==> src/hdl/hsh_pkg.sv <==
// Shared constants for the hue/saturation histogram block.
// No dependencies; imported by the share divider and the top level.
`default_nettype none

package hsh_pkg;

	localparam int SHARE_FRAC_BITS = 16;
	localparam int SHARE_W         = SHARE_FRAC_BITS + 1;
	localparam int BIN_IDX_W       = 3;
	localparam int TOTAL_OUT_W     = 20;
	localparam int BINS_W          = 4;
	localparam int MODE_W          = 2;
	localparam int CFG_INDEX_W     = 2;

	localparam int HUE_RANGE       = 180;
	localparam logic [7:0] HUE_TOP  = 8'd179;
	localparam logic [7:0] CHAN_TOP = 8'd255;

	localparam logic [CFG_INDEX_W-1:0] REG_FILTER_MODE = 2'd0;
	localparam logic [CFG_INDEX_W-1:0] REG_HUE_BINS    = 2'd1;
	localparam logic [CFG_INDEX_W-1:0] REG_SAT_BINS    = 2'd2;

	localparam logic [MODE_W-1:0] MODE_SKIP_BW_NZ = 2'd0;
	localparam logic [MODE_W-1:0] MODE_MASK       = 2'd1;
	localparam logic [MODE_W-1:0] MODE_SKIP_BW    = 2'd2;

endpackage

`default_nettype wire

==> src/hdl/hsh_share_div.sv <==
// Restoring divider for bin shares: quotient = floor(count * 2^16 / total).
// One quotient bit per cycle. Depends on hsh_pkg.
`default_nettype none

module hsh_share_div import hsh_pkg::*; #(
	parameter int COUNT_BITS = 20
) (
	input  wire logic                  clk,
	input  wire logic                  arst_n,
	input  wire logic                  start,
	input  wire logic [COUNT_BITS-1:0] dividend,
	input  wire logic [COUNT_BITS-1:0] divisor,
	output logic                       done,
	output logic [SHARE_W-1:0]         quotient
);

	localparam int CNT_W = $clog2(SHARE_W);

	logic                busy_q;
	logic                done_q;
	logic [CNT_W-1:0]    cnt_q;
	logic [COUNT_BITS:0] rem_q;
	logic [SHARE_W-1:0]  quo_q;
	logic                ge;
	logic [COUNT_BITS:0] diff;

	// The count never exceeds the total, so the partial remainder stays below twice the divisor.
	assign ge   = rem_q >= {1'b0, divisor};
	assign diff = ge ? (rem_q - {1'b0, divisor}) : rem_q;

	always_ff @(posedge clk or negedge arst_n) begin
		if (!arst_n) begin
			busy_q <= 1'b0;
			done_q <= 1'b0;
			cnt_q  <= '0;
		end else begin
			done_q <= busy_q && (cnt_q == '0);
			if (start) begin
				busy_q <= 1'b1;
				cnt_q  <= CNT_W'(SHARE_W - 1);
			end else if (busy_q) begin
				if (cnt_q == '0) begin
					busy_q <= 1'b0;
				end
				cnt_q <= cnt_q - 1'b1;
			end
		end
	end

	always_ff @(posedge clk) begin
		if (start) begin
			rem_q <= {1'b0, dividend};
			quo_q <= '0;
		end else if (busy_q) begin
			rem_q <= {diff[COUNT_BITS-1:0], 1'b0};
			quo_q <= {quo_q[SHARE_W-2:0], ge};
		end
	end

	assign done     = done_q;
	assign quotient = quo_q;

endmodule

`default_nettype wire

==> src/hdl/hue_sat_histogram_unit.sv <==
// Top level of the hue/saturation histogram: filter, bin memory and readout sequencer.
// Depends on hsh_pkg and hsh_share_div.
//
// Usage:
// Pixels enter on the in_* channel, one beat per pixel, at up to one beat per cycle.
// Each kept pixel does a read-modify-write of its bin in a 64-entry synchronous RAM;
// a one-entry bypass covers back-to-back hits on the same bin.
// A beat with last set closes the region. The block then stops taking pixels and,
// for every bin in use (hue-major), reads the count, runs a shift-subtract divide
// and offers one result beat on out_*, held while the receiver keeps out_ready
// low; the result stays stable until taken. After the final bin, a clearing sweep
// writes zero to all bin entries, one per cycle, and the total is reset.
// Reset runs the same sweep before the first pixel is taken; in_ready stays low
// meanwhile. Registers are written on the cfg_* channel, which is always ready,
// and should only be written while no region is being emitted.
`default_nettype none

module hue_sat_histogram_unit import hsh_pkg::*; #(
	parameter int MAX_HUE_BINS = 8,
	parameter int MAX_SAT_BINS = 8,
	parameter int COUNT_BITS   = 20
) (
	input  wire logic                   clk,
	input  wire logic                   arst_n,
	input  wire logic                   cfg_valid,
	output logic                        cfg_ready,
	input  wire logic [CFG_INDEX_W-1:0] cfg_index,
	input  wire logic [BINS_W-1:0]      cfg_data,
	input  wire logic                   in_valid,
	output logic                        in_ready,
	input  wire logic [7:0]             blue,
	input  wire logic [7:0]             green,
	input  wire logic [7:0]             red,
	input  wire logic [7:0]             hue,
	input  wire logic [7:0]             sat,
	input  wire logic                   mask_ok,
	input  wire logic                   last,
	output logic                        out_valid,
	input  wire logic                   out_ready,
	output logic [BIN_IDX_W-1:0]        hue_bin,
	output logic [BIN_IDX_W-1:0]        sat_bin,
	output logic [SHARE_W-1:0]          share,
	output logic [TOTAL_OUT_W-1:0]      pixel_total,
	output logic                        empty_res,
	output logic                        last_bin
);

	localparam int CELLS  = MAX_HUE_BINS * MAX_SAT_BINS;
	localparam int CELL_W = (CELLS > 1) ? $clog2(CELLS) : 1;

	localparam logic [2:0] ST_CLEAR = 3'd0;
	localparam logic [2:0] ST_RUN   = 3'd1;
	localparam logic [2:0] ST_WAIT  = 3'd2;
	localparam logic [2:0] ST_READ  = 3'd3;
	localparam logic [2:0] ST_LOAD  = 3'd4;
	localparam logic [2:0] ST_DIV   = 3'd5;
	localparam logic [2:0] ST_OUT   = 3'd6;

	localparam logic [COUNT_BITS-1:0] COUNT_TOP = {COUNT_BITS{1'b1}};

	logic [COUNT_BITS-1:0] mem [CELLS];

	logic [2:0]            state_q;
	logic [MODE_W-1:0]     mode_q;
	logic [BINS_W-1:0]     hue_bins_q;
	logic [BINS_W-1:0]     sat_bins_q;
	logic [COUNT_BITS-1:0] total_q;
	logic [CELL_W-1:0]     clr_q;
	logic [BIN_IDX_W-1:0]  ei_q;
	logic [BIN_IDX_W-1:0]  ej_q;
	logic [COUNT_BITS-1:0] rd_q;

	logic                  v_s1;
	logic [CELL_W-1:0]     cell_s1;
	logic                  fwd_v_q;
	logic [CELL_W-1:0]     fwd_cell_q;
	logic [COUNT_BITS-1:0] fwd_val_q;

	logic [BINS_W-1:0]     hb_eff;
	logic [BINS_W-1:0]     sb_eff;
	logic [7:0]            hue_c;
	logic                  black_white;
	logic                  keep;
	logic [11:0]           prod_h;
	logic [10:0]           prod_s;
	logic [BIN_IDX_W-1:0]  hi;
	logic [BIN_IDX_W-1:0]  si;
	logic [CELL_W-1:0]     cell_s0;
	logic [CELL_W-1:0]     emit_cell;
	logic [CELL_W-1:0]     rd_addr;
	logic                  in_acc;
	logic [COUNT_BITS-1:0] old_cnt;
	logic [COUNT_BITS-1:0] new_cnt;
	logic                  we;
	logic [CELL_W-1:0]     wr_addr;
	logic [COUNT_BITS-1:0] wr_data;
	logic                  bin_end_j;
	logic                  bin_end;
	logic                  div_start;
	logic                  div_done;
	logic [SHARE_W-1:0]    div_quo;

	function automatic logic [BINS_W-1:0] clamp_bins(input logic [BINS_W-1:0] v,
			input logic [BINS_W-1:0] top);
		logic [BINS_W-1:0] r;
		begin
			r = v;
			if (v == '0) begin
				r = BINS_W'(1);
			end else if (v > top) begin
				r = top;
			end
			return r;
		end
	endfunction

	assign hb_eff = clamp_bins(hue_bins_q, BINS_W'(MAX_HUE_BINS));
	assign sb_eff = clamp_bins(sat_bins_q, BINS_W'(MAX_SAT_BINS));

	// Pixel filter and bin index.
	assign hue_c       = (hue > HUE_TOP) ? HUE_TOP : hue;
	assign black_white = ((blue == '0) && (green == '0) && (red == '0)) ||
		((blue == CHAN_TOP) && (green == CHAN_TOP) && (red == CHAN_TOP));

	always_comb begin
		case (mode_q)
			MODE_MASK:    keep = mask_ok && (hue_c != '0) && (sat != '0);
			MODE_SKIP_BW: keep = !black_white;
			default:      keep = !black_white && (hue_c != '0) && (sat != '0);
		endcase
	end

	assign prod_h = 12'(hue_c) * 12'(hb_eff);
	assign prod_s = 11'(sat) * 11'(sb_eff);
	assign si     = prod_s[10:8];

	// The hue bin is the number of multiples of 180 that the product reaches.
	always_comb begin
		hi = '0;
		for (int k = 1; k < MAX_HUE_BINS; k++) begin
			if (prod_h >= 12'(HUE_RANGE * k)) begin
				hi = hi + 1'b1;
			end
		end
	end

	assign cell_s0   = CELL_W'(int'(hi) * MAX_SAT_BINS + int'(si));
	assign emit_cell = CELL_W'(int'(ei_q) * MAX_SAT_BINS + int'(ej_q));
	assign rd_addr   = (state_q == ST_RUN) ? cell_s0 : emit_cell;

	assign in_ready  = (state_q == ST_RUN);
	assign in_acc    = in_valid && in_ready;
	assign cfg_ready = 1'b1;

	// Read-modify-write with a bypass for the entry written on the previous edge.
	assign old_cnt = (fwd_v_q && (fwd_cell_q == cell_s1)) ? fwd_val_q : rd_q;
	assign new_cnt = (old_cnt == COUNT_TOP) ? COUNT_TOP : (old_cnt + 1'b1);

	assign we      = (state_q == ST_CLEAR) || v_s1;
	assign wr_addr = (state_q == ST_CLEAR) ? clr_q : cell_s1;
	assign wr_data = (state_q == ST_CLEAR) ? '0 : new_cnt;

	always_ff @(posedge clk) begin
		if (we) begin
			mem[wr_addr] <= wr_data;
		end
		rd_q <= mem[rd_addr];
	end

	always_ff @(posedge clk) begin
		cell_s1    <= cell_s0;
		fwd_cell_q <= cell_s1;
		fwd_val_q  <= new_cnt;
	end

	assign bin_end_j = ({1'b0, ej_q} == (sb_eff - 1'b1));
	assign bin_end   = bin_end_j && ({1'b0, ei_q} == (hb_eff - 1'b1));
	assign div_start = (state_q == ST_LOAD);

	hsh_share_div #(
		.COUNT_BITS(COUNT_BITS)
	) u_div (
		.clk     (clk),
		.arst_n  (arst_n),
		.start   (div_start),
		.dividend(rd_q),
		.divisor (total_q),
		.done    (div_done),
		.quotient(div_quo)
	);

	always_ff @(posedge clk or negedge arst_n) begin
		if (!arst_n) begin
			state_q    <= ST_CLEAR;
			mode_q     <= MODE_SKIP_BW_NZ;
			hue_bins_q <= BINS_W'(8);
			sat_bins_q <= BINS_W'(8);
			total_q    <= '0;
			clr_q      <= '0;
			ei_q       <= '0;
			ej_q       <= '0;
			v_s1       <= 1'b0;
			fwd_v_q    <= 1'b0;
		end else begin
			fwd_v_q <= v_s1;
			v_s1    <= in_acc && keep;

			if (cfg_valid && cfg_ready) begin
				case (cfg_index)
					REG_FILTER_MODE: mode_q     <= cfg_data[MODE_W-1:0];
					REG_HUE_BINS:    hue_bins_q <= cfg_data;
					REG_SAT_BINS:    sat_bins_q <= cfg_data;
					default:         ;
				endcase
			end

			unique case (state_q)
				ST_CLEAR: begin
					clr_q <= clr_q + 1'b1;
					if (clr_q == CELL_W'(CELLS - 1)) begin
						clr_q   <= '0;
						state_q <= ST_RUN;
					end
				end
				ST_RUN: begin
					if (in_acc) begin
						if (keep && (total_q != COUNT_TOP)) begin
							total_q <= total_q + 1'b1;
						end
						if (last) begin
							ei_q    <= '0;
							ej_q    <= '0;
							state_q <= ST_WAIT;
						end
					end
				end
				ST_WAIT: state_q <= ST_READ;
				ST_READ: state_q <= ST_LOAD;
				ST_LOAD: state_q <= ST_DIV;
				ST_DIV: begin
					if (div_done) begin
						state_q <= ST_OUT;
					end
				end
				ST_OUT: begin
					if (out_ready) begin
						if (bin_end) begin
							total_q <= '0;
							clr_q   <= '0;
							state_q <= ST_CLEAR;
						end else begin
							if (bin_end_j) begin
								ej_q <= '0;
								ei_q <= ei_q + 1'b1;
							end else begin
								ej_q <= ej_q + 1'b1;
							end
							state_q <= ST_READ;
						end
					end
				end
				default: state_q <= ST_CLEAR;
			endcase
		end
	end

	assign out_valid   = (state_q == ST_OUT);
	assign hue_bin     = ei_q;
	assign sat_bin     = ej_q;
	assign empty_res   = (total_q == '0);
	assign share       = empty_res ? '0 : div_quo;
	assign pixel_total = TOTAL_OUT_W'(total_q);
	assign last_bin    = bin_end;

endmodule

`default_nettype wire
==> config.mk <==
export PLATFORM = sky130hd
export DESIGN_NAME = hue_sat_histogram_unit
export DESIGN_NICKNAME = d
export VERILOG_FILES = /design/src/hdl/hsh_pkg.sv /design/src/hdl/hsh_share_div.sv /design/src/hdl/hue_sat_histogram_unit.sv
export SDC_FILE = /design/constraint.sdc
export NUM_CORES = 2
export LEC_CHECK = 0
export BUFFER_PORTS_ARGS = -buffer_cell sky130_fd_sc_hd__buf_2
export CAP_MARGIN = 10
export CORE_MARGIN = 4
export CORE_UTILIZATION = 47
export CTS_CLUSTER_SIZE = 14
export DETAILED_ROUTE_END_ITERATION = 12
export GPL_ROUTABILITY_DRIVEN = 1
export PLACE_DENSITY = 0.65
export REMOVE_ABC_BUFFERS = 1
export SKIP_CTS_REPAIR_TIMING = 1
export SLEW_MARGIN = 20
export SYNTH_ARGS = -nofsm -noshare
export SYNTH_HDL_FRONTEND = slang
export SYNTH_SLANG_ARGS = --single-unit
==> constraint.sdc <==
create_clock -name clk -period 7.1 [get_ports clk]
set_input_delay 1.775 -clock clk [delete_from_list [all_inputs] [get_ports clk]]
set_output_delay 1.775 -clock clk [all_outputs]
set_load 0.01 [all_outputs]
-- Word-level counts from Yosys, hierarchy flattened
Memories as Yosys holds them, arrays and structs flattened. A register that Yosys moved wholly into a read port is not among the register bits.
Cells that the tools add are included.
- RAM bits: 1280
- register bits: 124
- output and inout bits: 48
- memories kept: 1
- multiply operators: 2
- equal/unequal tests: 28
- $lt $le $gt $ge: 11
- mux-type cells: 55
- add/subtract/negate cells: 17
- reduce and logical (&&, ||, !) cells: 39
- memories (name ; words ; bits a word ; rd ports ; clocked after Yosys merged registers in ; write ports ; line ; RTL):
    mem ; 64 ; 20 ; 1 ; 1 ; 1 ; hue_sat_histogram_unit.sv:61 ; logic [COUNT_BITS-1:0] mem [CELLS];
- operators with widths (operator ; number):
    2-to-1 mux 20 bit ; 10
    2-to-1 mux 3 bit ; 19
    adder 20 x 1 -> 20 bit, second input constant ; 2
    one-hot mux 20 bit (2 select lines) ; 1
    >= comparator 12 x 10 -> 1 bit, second input constant ; 3
    2-to-1 mux 6 bit ; 5
    adder 3 x 1 -> 3 bit, second input constant ; 8
    equality test 8 bit, second input constant ; 3
    >= comparator 12 x 11 -> 1 bit, second input constant ; 2
    zero test 8 bit ; 3
    >= comparator 21 x 20 -> 1 bit ; 1
    one-hot mux 3 bit (7 select lines) ; 1
    equality test 20 bit, second input constant ; 1
    zero test 20 bit ; 1
    != test 20 bit, second input constant ; 1
    subtractor 20 bit ; 1
    2-to-1 mux 17 bit ; 1
    2-to-1 mux 4 bit ; 4
    != test 2 x 1 -> 1 bit, second input constant ; 8
    nonzero test 8 bit ; 2
    AND reduction 5 bit ; 3
    logical AND 1 bit ; 14
    adder 6 x 3 -> 6 bit ; 2
    >= comparator 12 x 8 -> 1 bit, second input constant ; 1
    34 further kinds ; 55

-- Longest topological paths before layout
- word-level depth: 20
- depth in mapped cells: 35
- gate-level depth less buffers: 34

-- Modules after synthesis
A second synthesis with hierarchy kept.
- cell total of the unflattened synthesis: 3601
- area total of the unflattened synthesis: 60306.6 sq um
- modules (own cells, without submodules) (module ; seq. area each (sq um) ; cells each ; area an instance (sq um) ; instances):
    hue_sat_histogram_unit ; 40656.5 ; 3248 ; 56997.2 ; 1
    hsh_share_div ; 1136.1 ; 353 ; 3309.4 ; 1

-- Worst setup path after synthesis
Ideal clock, no wire load.
- path kind: input to register
- start point: in hue[3]
- end point: reg rd_q[15], read port of mem
- slack: -2.028 ns
- data arrival time: 8.988 ns
- buffers on the path: 1
- data required time: 6.960 ns
- cell stages on the path: 31
- path through: o211a_1 o21ai_0 nor2b_1 nor2b_1 fa_1 inv_1 fa_1 inv_1 ha_1 o21a_1 a211o_1 a311oi_2 xnor2_1 or2_4 or3_1 inv_1 ha_1 nor4_4 nor2_1 inv_1 ha_1 xor2_1 mux2_2 ha_1 nor3b_1 xnor2_1 xnor3_1 mux2_2 buf_2 a31oi_1 a32oi_1
- cells in the longest elaborated chain, start to end: 19
- ends and longest elaborated chain (what ; line ; RTL):
    start: declaration ; hue_sat_histogram_unit.sv:34 ; input wire logic [7:0] hue,
    greater-than comparator 8 bit ; hue_sat_histogram_unit.sv:121 ; assign hue_c = (hue > HUE_TOP) ? HUE_TOP : hue;
    2-to-1 mux 8 bit * ; hue_sat_histogram_unit.sv:121 ;
    multiplier 8 x 4 -> 12 bit * ; hue_sat_histogram_unit.sv:133 ; assign prod_h = 12'(hue_c) * 12'(hb_eff);
    >= comparator 12 x 8 -> 1 bit ; hue_sat_histogram_unit.sv:141 ; if (prod_h >= 12'(HUE_RANGE * k)) begin
    2-to-1 mux 1 bit ; hue_sat_histogram_unit.sv:141 ;
    adder 3 x 1 -> 3 bit ; hue_sat_histogram_unit.sv:142 ; hi = hi + 1'b1;
    2-to-1 mux 3 bit ; hue_sat_histogram_unit.sv:141 ;
    adder 3 x 1 -> 3 bit ; hue_sat_histogram_unit.sv:142 ;
    (+4 left out) ; - ;
    2-to-1 mux 3 bit ; hue_sat_histogram_unit.sv:141 ;
    adder 3 x 1 -> 3 bit ; hue_sat_histogram_unit.sv:142 ;
    2-to-1 mux 3 bit ; hue_sat_histogram_unit.sv:141 ;
    adder 3 x 1 -> 3 bit ; hue_sat_histogram_unit.sv:142 ;
    2-to-1 mux 3 bit * ; hue_sat_histogram_unit.sv:141 ;
    adder 6 x 3 -> 6 bit * ; hue_sat_histogram_unit.sv:147 ; assign cell_s0 = CELL_W'(int'(hi) * MAX_SAT_BINS + int'(si));
    via cell_s0[5] ; hue_sat_histogram_unit.sv:88 ; logic [CELL_W-1:0] cell_s0;
    2-to-1 mux 6 bit * ; hue_sat_histogram_unit.sv:149 ; assign rd_addr = (state_q == ST_RUN) ? cell_s0 : emit_cell;
    end: declaration ; hue_sat_histogram_unit.sv:71 ; logic [COUNT_BITS-1:0] rd_q;
Mark *: on every way through the listed nets, which the timed path passes. The rest lies on a longest branch.
A chain may end at the register's enable or synchronous reset.

-- Worst setup path after layout
- start point: in hue[2]
- end point: reg rd_q[11], read port of mem
- cells in the longest elaborated chain, start to end: 19
- ends and longest elaborated chain (what ; line):
    greater-than comparator 8 bit ; hue_sat_histogram_unit.sv:121
    2-to-1 mux 8 bit * ; hue_sat_histogram_unit.sv:121
    multiplier 8 x 4 -> 12 bit * ; hue_sat_histogram_unit.sv:133
    >= comparator 12 x 8 -> 1 bit ; hue_sat_histogram_unit.sv:141
    2-to-1 mux 1 bit ; hue_sat_histogram_unit.sv:141
    adder 3 x 1 -> 3 bit ; hue_sat_histogram_unit.sv:142
    2-to-1 mux 3 bit ; hue_sat_histogram_unit.sv:141
    adder 3 x 1 -> 3 bit ; hue_sat_histogram_unit.sv:142
    (+3 left out) ; -
    adder 3 x 1 -> 3 bit ; hue_sat_histogram_unit.sv:142
    2-to-1 mux 3 bit ; hue_sat_histogram_unit.sv:141
    adder 3 x 1 -> 3 bit ; hue_sat_histogram_unit.sv:142
    2-to-1 mux 3 bit ; hue_sat_histogram_unit.sv:141
    adder 3 x 1 -> 3 bit ; hue_sat_histogram_unit.sv:142
    2-to-1 mux 3 bit * ; hue_sat_histogram_unit.sv:141
    adder 6 x 3 -> 6 bit * ; hue_sat_histogram_unit.sv:147
    2-to-1 mux 6 bit * ; hue_sat_histogram_unit.sv:149
Mark *: on every way between the ends. The rest lies on a longest branch, timed or not.

==> impl_metrics.yaml <==
worst_setup_path:
  cp_slowest_cell: "fa_1"
  rr_endpoint: "rd_q[11]$_DFF_P_"
  crit_family: "compound AO/OA/AOI/OAI gates"
  critPathMaxFanout: 16
  worst_ep_arrival_time_ns: 8.86
  max_stage_delay_ns: 0.57
  critical_path_class: "primary input to flip-flop"
  cp-end-kind: "flip-flop"
  rrSetupSlack_ns: -0.10
  critPathBufInv: 4
  timing.rr.start: "hue_bins_q[3]$_DFFE_PN1P_"
  setup.worst_path.start_class: "primary input"
  cp_common_cell: "ha_4"
  worstRegToRegCells: 32
  cp.required_ns: 7.81
clocking:
  root_buffer: "clkbuf_16"
  htree_levels: 4
  cts.sinks: 1424
  cts_buffers: 148
  worstSkewPairLatency_ns: 0.80
  clk_pin_slew_ns: 0.06
  clk_path_buf_depth: 3
  cts_tree: "done"
yosys:
  synthMuxAreaShare_pct: 6.079
  postSynthAreaPerCell_um2: 12.33
  ys_seq_area_share_pct: 65.29
  synth_seq_cells: 1424
  synth_top_family_by_area: "simple AND/OR/NAND/NOR gates"
  synth_cell_types: 98
  synthSimpleGateAreaFrac_pct: 13.20
  synth_compound_area_share_pct: 9.736
  ys_warn_count: 0
  synth_area_um2: 64020
  synth_flop_cell: "edfxtp_1"
  synth_edf_count: 1300
  synthArstFlopShare_pct: 3.792
  synth-xor-area-share_pct: 1.020
  netlist_instances: 5192
  synth_fa_ha_area_share_pct: 2.037
sta:
  max_freq_mhz: 122.6
  fin_crit_sh_pct: 114.8
  rsz0062_at_grt: "true"
  finalSetupViolCount: 22
  maxSlewHeadroom_pct: 21.33
  finalWorstSetupSlack_ns: -1.054
  hold_viol: 0
  maxSlewViolCount: 0
  min_period_ns: 8.154
  worst_slew_pin_slew_ns: 1.177
  fin_skew_ns: 0.03516
floorplan:
  start_util_pct: 47.31
  num_io_pins: 101
  die_area_um2: 142200
  core_um2: 135300
  fp.dieH_um: 377.1
  die_w_um: 377.1
  fp-row-count: 135
finish:
  regArea_um2: 41790
  drive_gt1_share_pct: 16.69
  fin_nets: 5672
  multi_input_area_um2: 21440
  layout_commonest_cell: "edfxtp_1"
  syn_to_final_growth_pct: 16.91
  layout_common_cells: "1300 x edfxtp_1, 1050 x nand2_1, 356 x buf_4"
  num-fill-cells: 11070
worst_hold_path:
  hp-class: "flip-flop to flip-flop"
  hold_path_startpoint: "cell_s1[3]$_DFF_P_"
  worst_hold_path.num_cells: 0
  hold_path_end: "fwd_cell_q[3]$_DFF_P_"
placed_design:
  dp_hpwl_um: 130900
  pre_cts_ws_ns: -2.419
  portBuffers: 99
  place.gp.congestion: 0.9886
route:
  dr.pass1.iters: 7
  drc: 0
  ant_nets: 0
  first_iter_violations: 5188
  via_per_inst: 6.074
  dr_total_vias: 45190
  wl_um: 200100
  wire_per_inst_um: 26.90
global_routing:
  grt-ovfl-total: 0
  track_usage_pct: 27.62
  antenna_found_initial: 6
  grt_pass1_vias: 42670
  grt_max_degree: 81
  grt_pass1_wl_um: 288300
status:
  status: "complete, but fails checks"
  violations: "negative setup slack"
flow_run:
  drv_cap: 0
==> flip-flops by register name, summed over array words and instances, names as in the netlist, 4 cells and up <==
register	cells
cell_s1	6
clr_q	6
fwd_cell_q	6
fwd_val_q	20
hue_bins_q	4
mem	1280
pixel_total	20
rd_q	20
sat_bins_q	4
u_div.cnt_q	5
u_div.quotient	17
u_div.rem_q	21
==> per-stage QoR <==
stage	util [%]	instance area, um2	setup TNS, ns	hold slack (ns)	instances
2_1_floorplan	-	62670	-302.78	0.3699	4873
3_3_place_gp	51.27	69360	-50.75	0.4133	7150
3_5_place_dp	51.30	69410	-50.85	0.4121	7151
4_1_cts	54.88	74250	-32.78	0.4183	7428
5_1_grt	55.31	74840	-26.40	0.4181	7438
6_report	55.31	74840	-20.83	0.4211	7439
==> layout make-up <==
class	count	area share, %
well taps	1781	2.978
multi-input cells	3358	28.65
inverters	91	0.4598
repair buffers	507	5.612
clock inverters	70	0.8376
clock buffers	207	5.619
diodes	1	0.003344
flip-flops and latches	1424	55.84
==> kinds of logic (layout without fill, tap and decap cells) <==
group	count (synthesis)	after routing
AND/OR/NAND/NOR	1888	1888
buffers and inverters	410	875
AO/OA/AOI/OAI	922	922
flip-flops	1424	1424
multiplexers	384	384
XOR/XNOR	73	73
other	1	2
adder cells (fa/ha/maj)	90	90
==> per-layer routing <==
layer  up-vias  GRT usage, %  wire [um]
li1      20090             -          -
met1     22330         36.20      78170
met2      2256         42.87      90950
met3       513         6.774      19800
met4         0         14.22      11180
met5         -             0          0
==> worst max-delay path by stage <==
stage	cells after the start	endpoint	startpoint	slack (ns)
CTS	30	rd_q[18]$_DFF_P_	hue[3]	-1.62
detailed placement	30	rd_q[18]$_DFF_P_	hue[3]	-2.42
global route	32	rd_q[8]$_DFF_P_	hue[2]	-1.30
floorplan	15	rd_q[18]$_DFF_P_	sat[5]	-15.02
global placement	30	rd_q[18]$_DFF_P_	hue[3]	-2.40
finish	31	rd_q[11]$_DFF_P_	hue[2]	-1.05
==> cells in the mapped netlist (all sizes together) (10+ instances only) <==
master   instances  area share [%]
edfxtp        1300              61
nand2         1052             6.2
mux2i          346             5.4
nand3          234             1.8
nor2           225             1.3
clkbuf         195             1.1
o21ai          171             1.3
a21oi          158             1.3
a31oi          146             1.4
buf            124            0.96
and3            97            0.95
inv             90            0.53
nor2b           72            0.70
dfxtp           70             2.2
ha              65             1.3
o211ai          63            0.74
a211oi          60            0.71
o22ai           59            0.58
dfrtp           52             2.0
xnor2           50            0.68
a32oi           39            0.53
a22o            38            0.52
mux2            38            0.67
a2111oi         36            0.49
a221o           36            0.56
nor4            35            0.39
and2            33            0.32
fa              24            0.75
nor3            24            0.21
xor2            22            0.30
a221oi          21            0.29
nand4           21            0.21
or3             20            0.20
nand4b          18            0.25
a21o            16            0.19
a22oi           14            0.16
or2             14            0.14
nand2b          11            0.11
nand3b          10            0.12
Power is not shown: default switching activity piles up to over one toggle a cycle in this logic, so the estimate is an artifact.
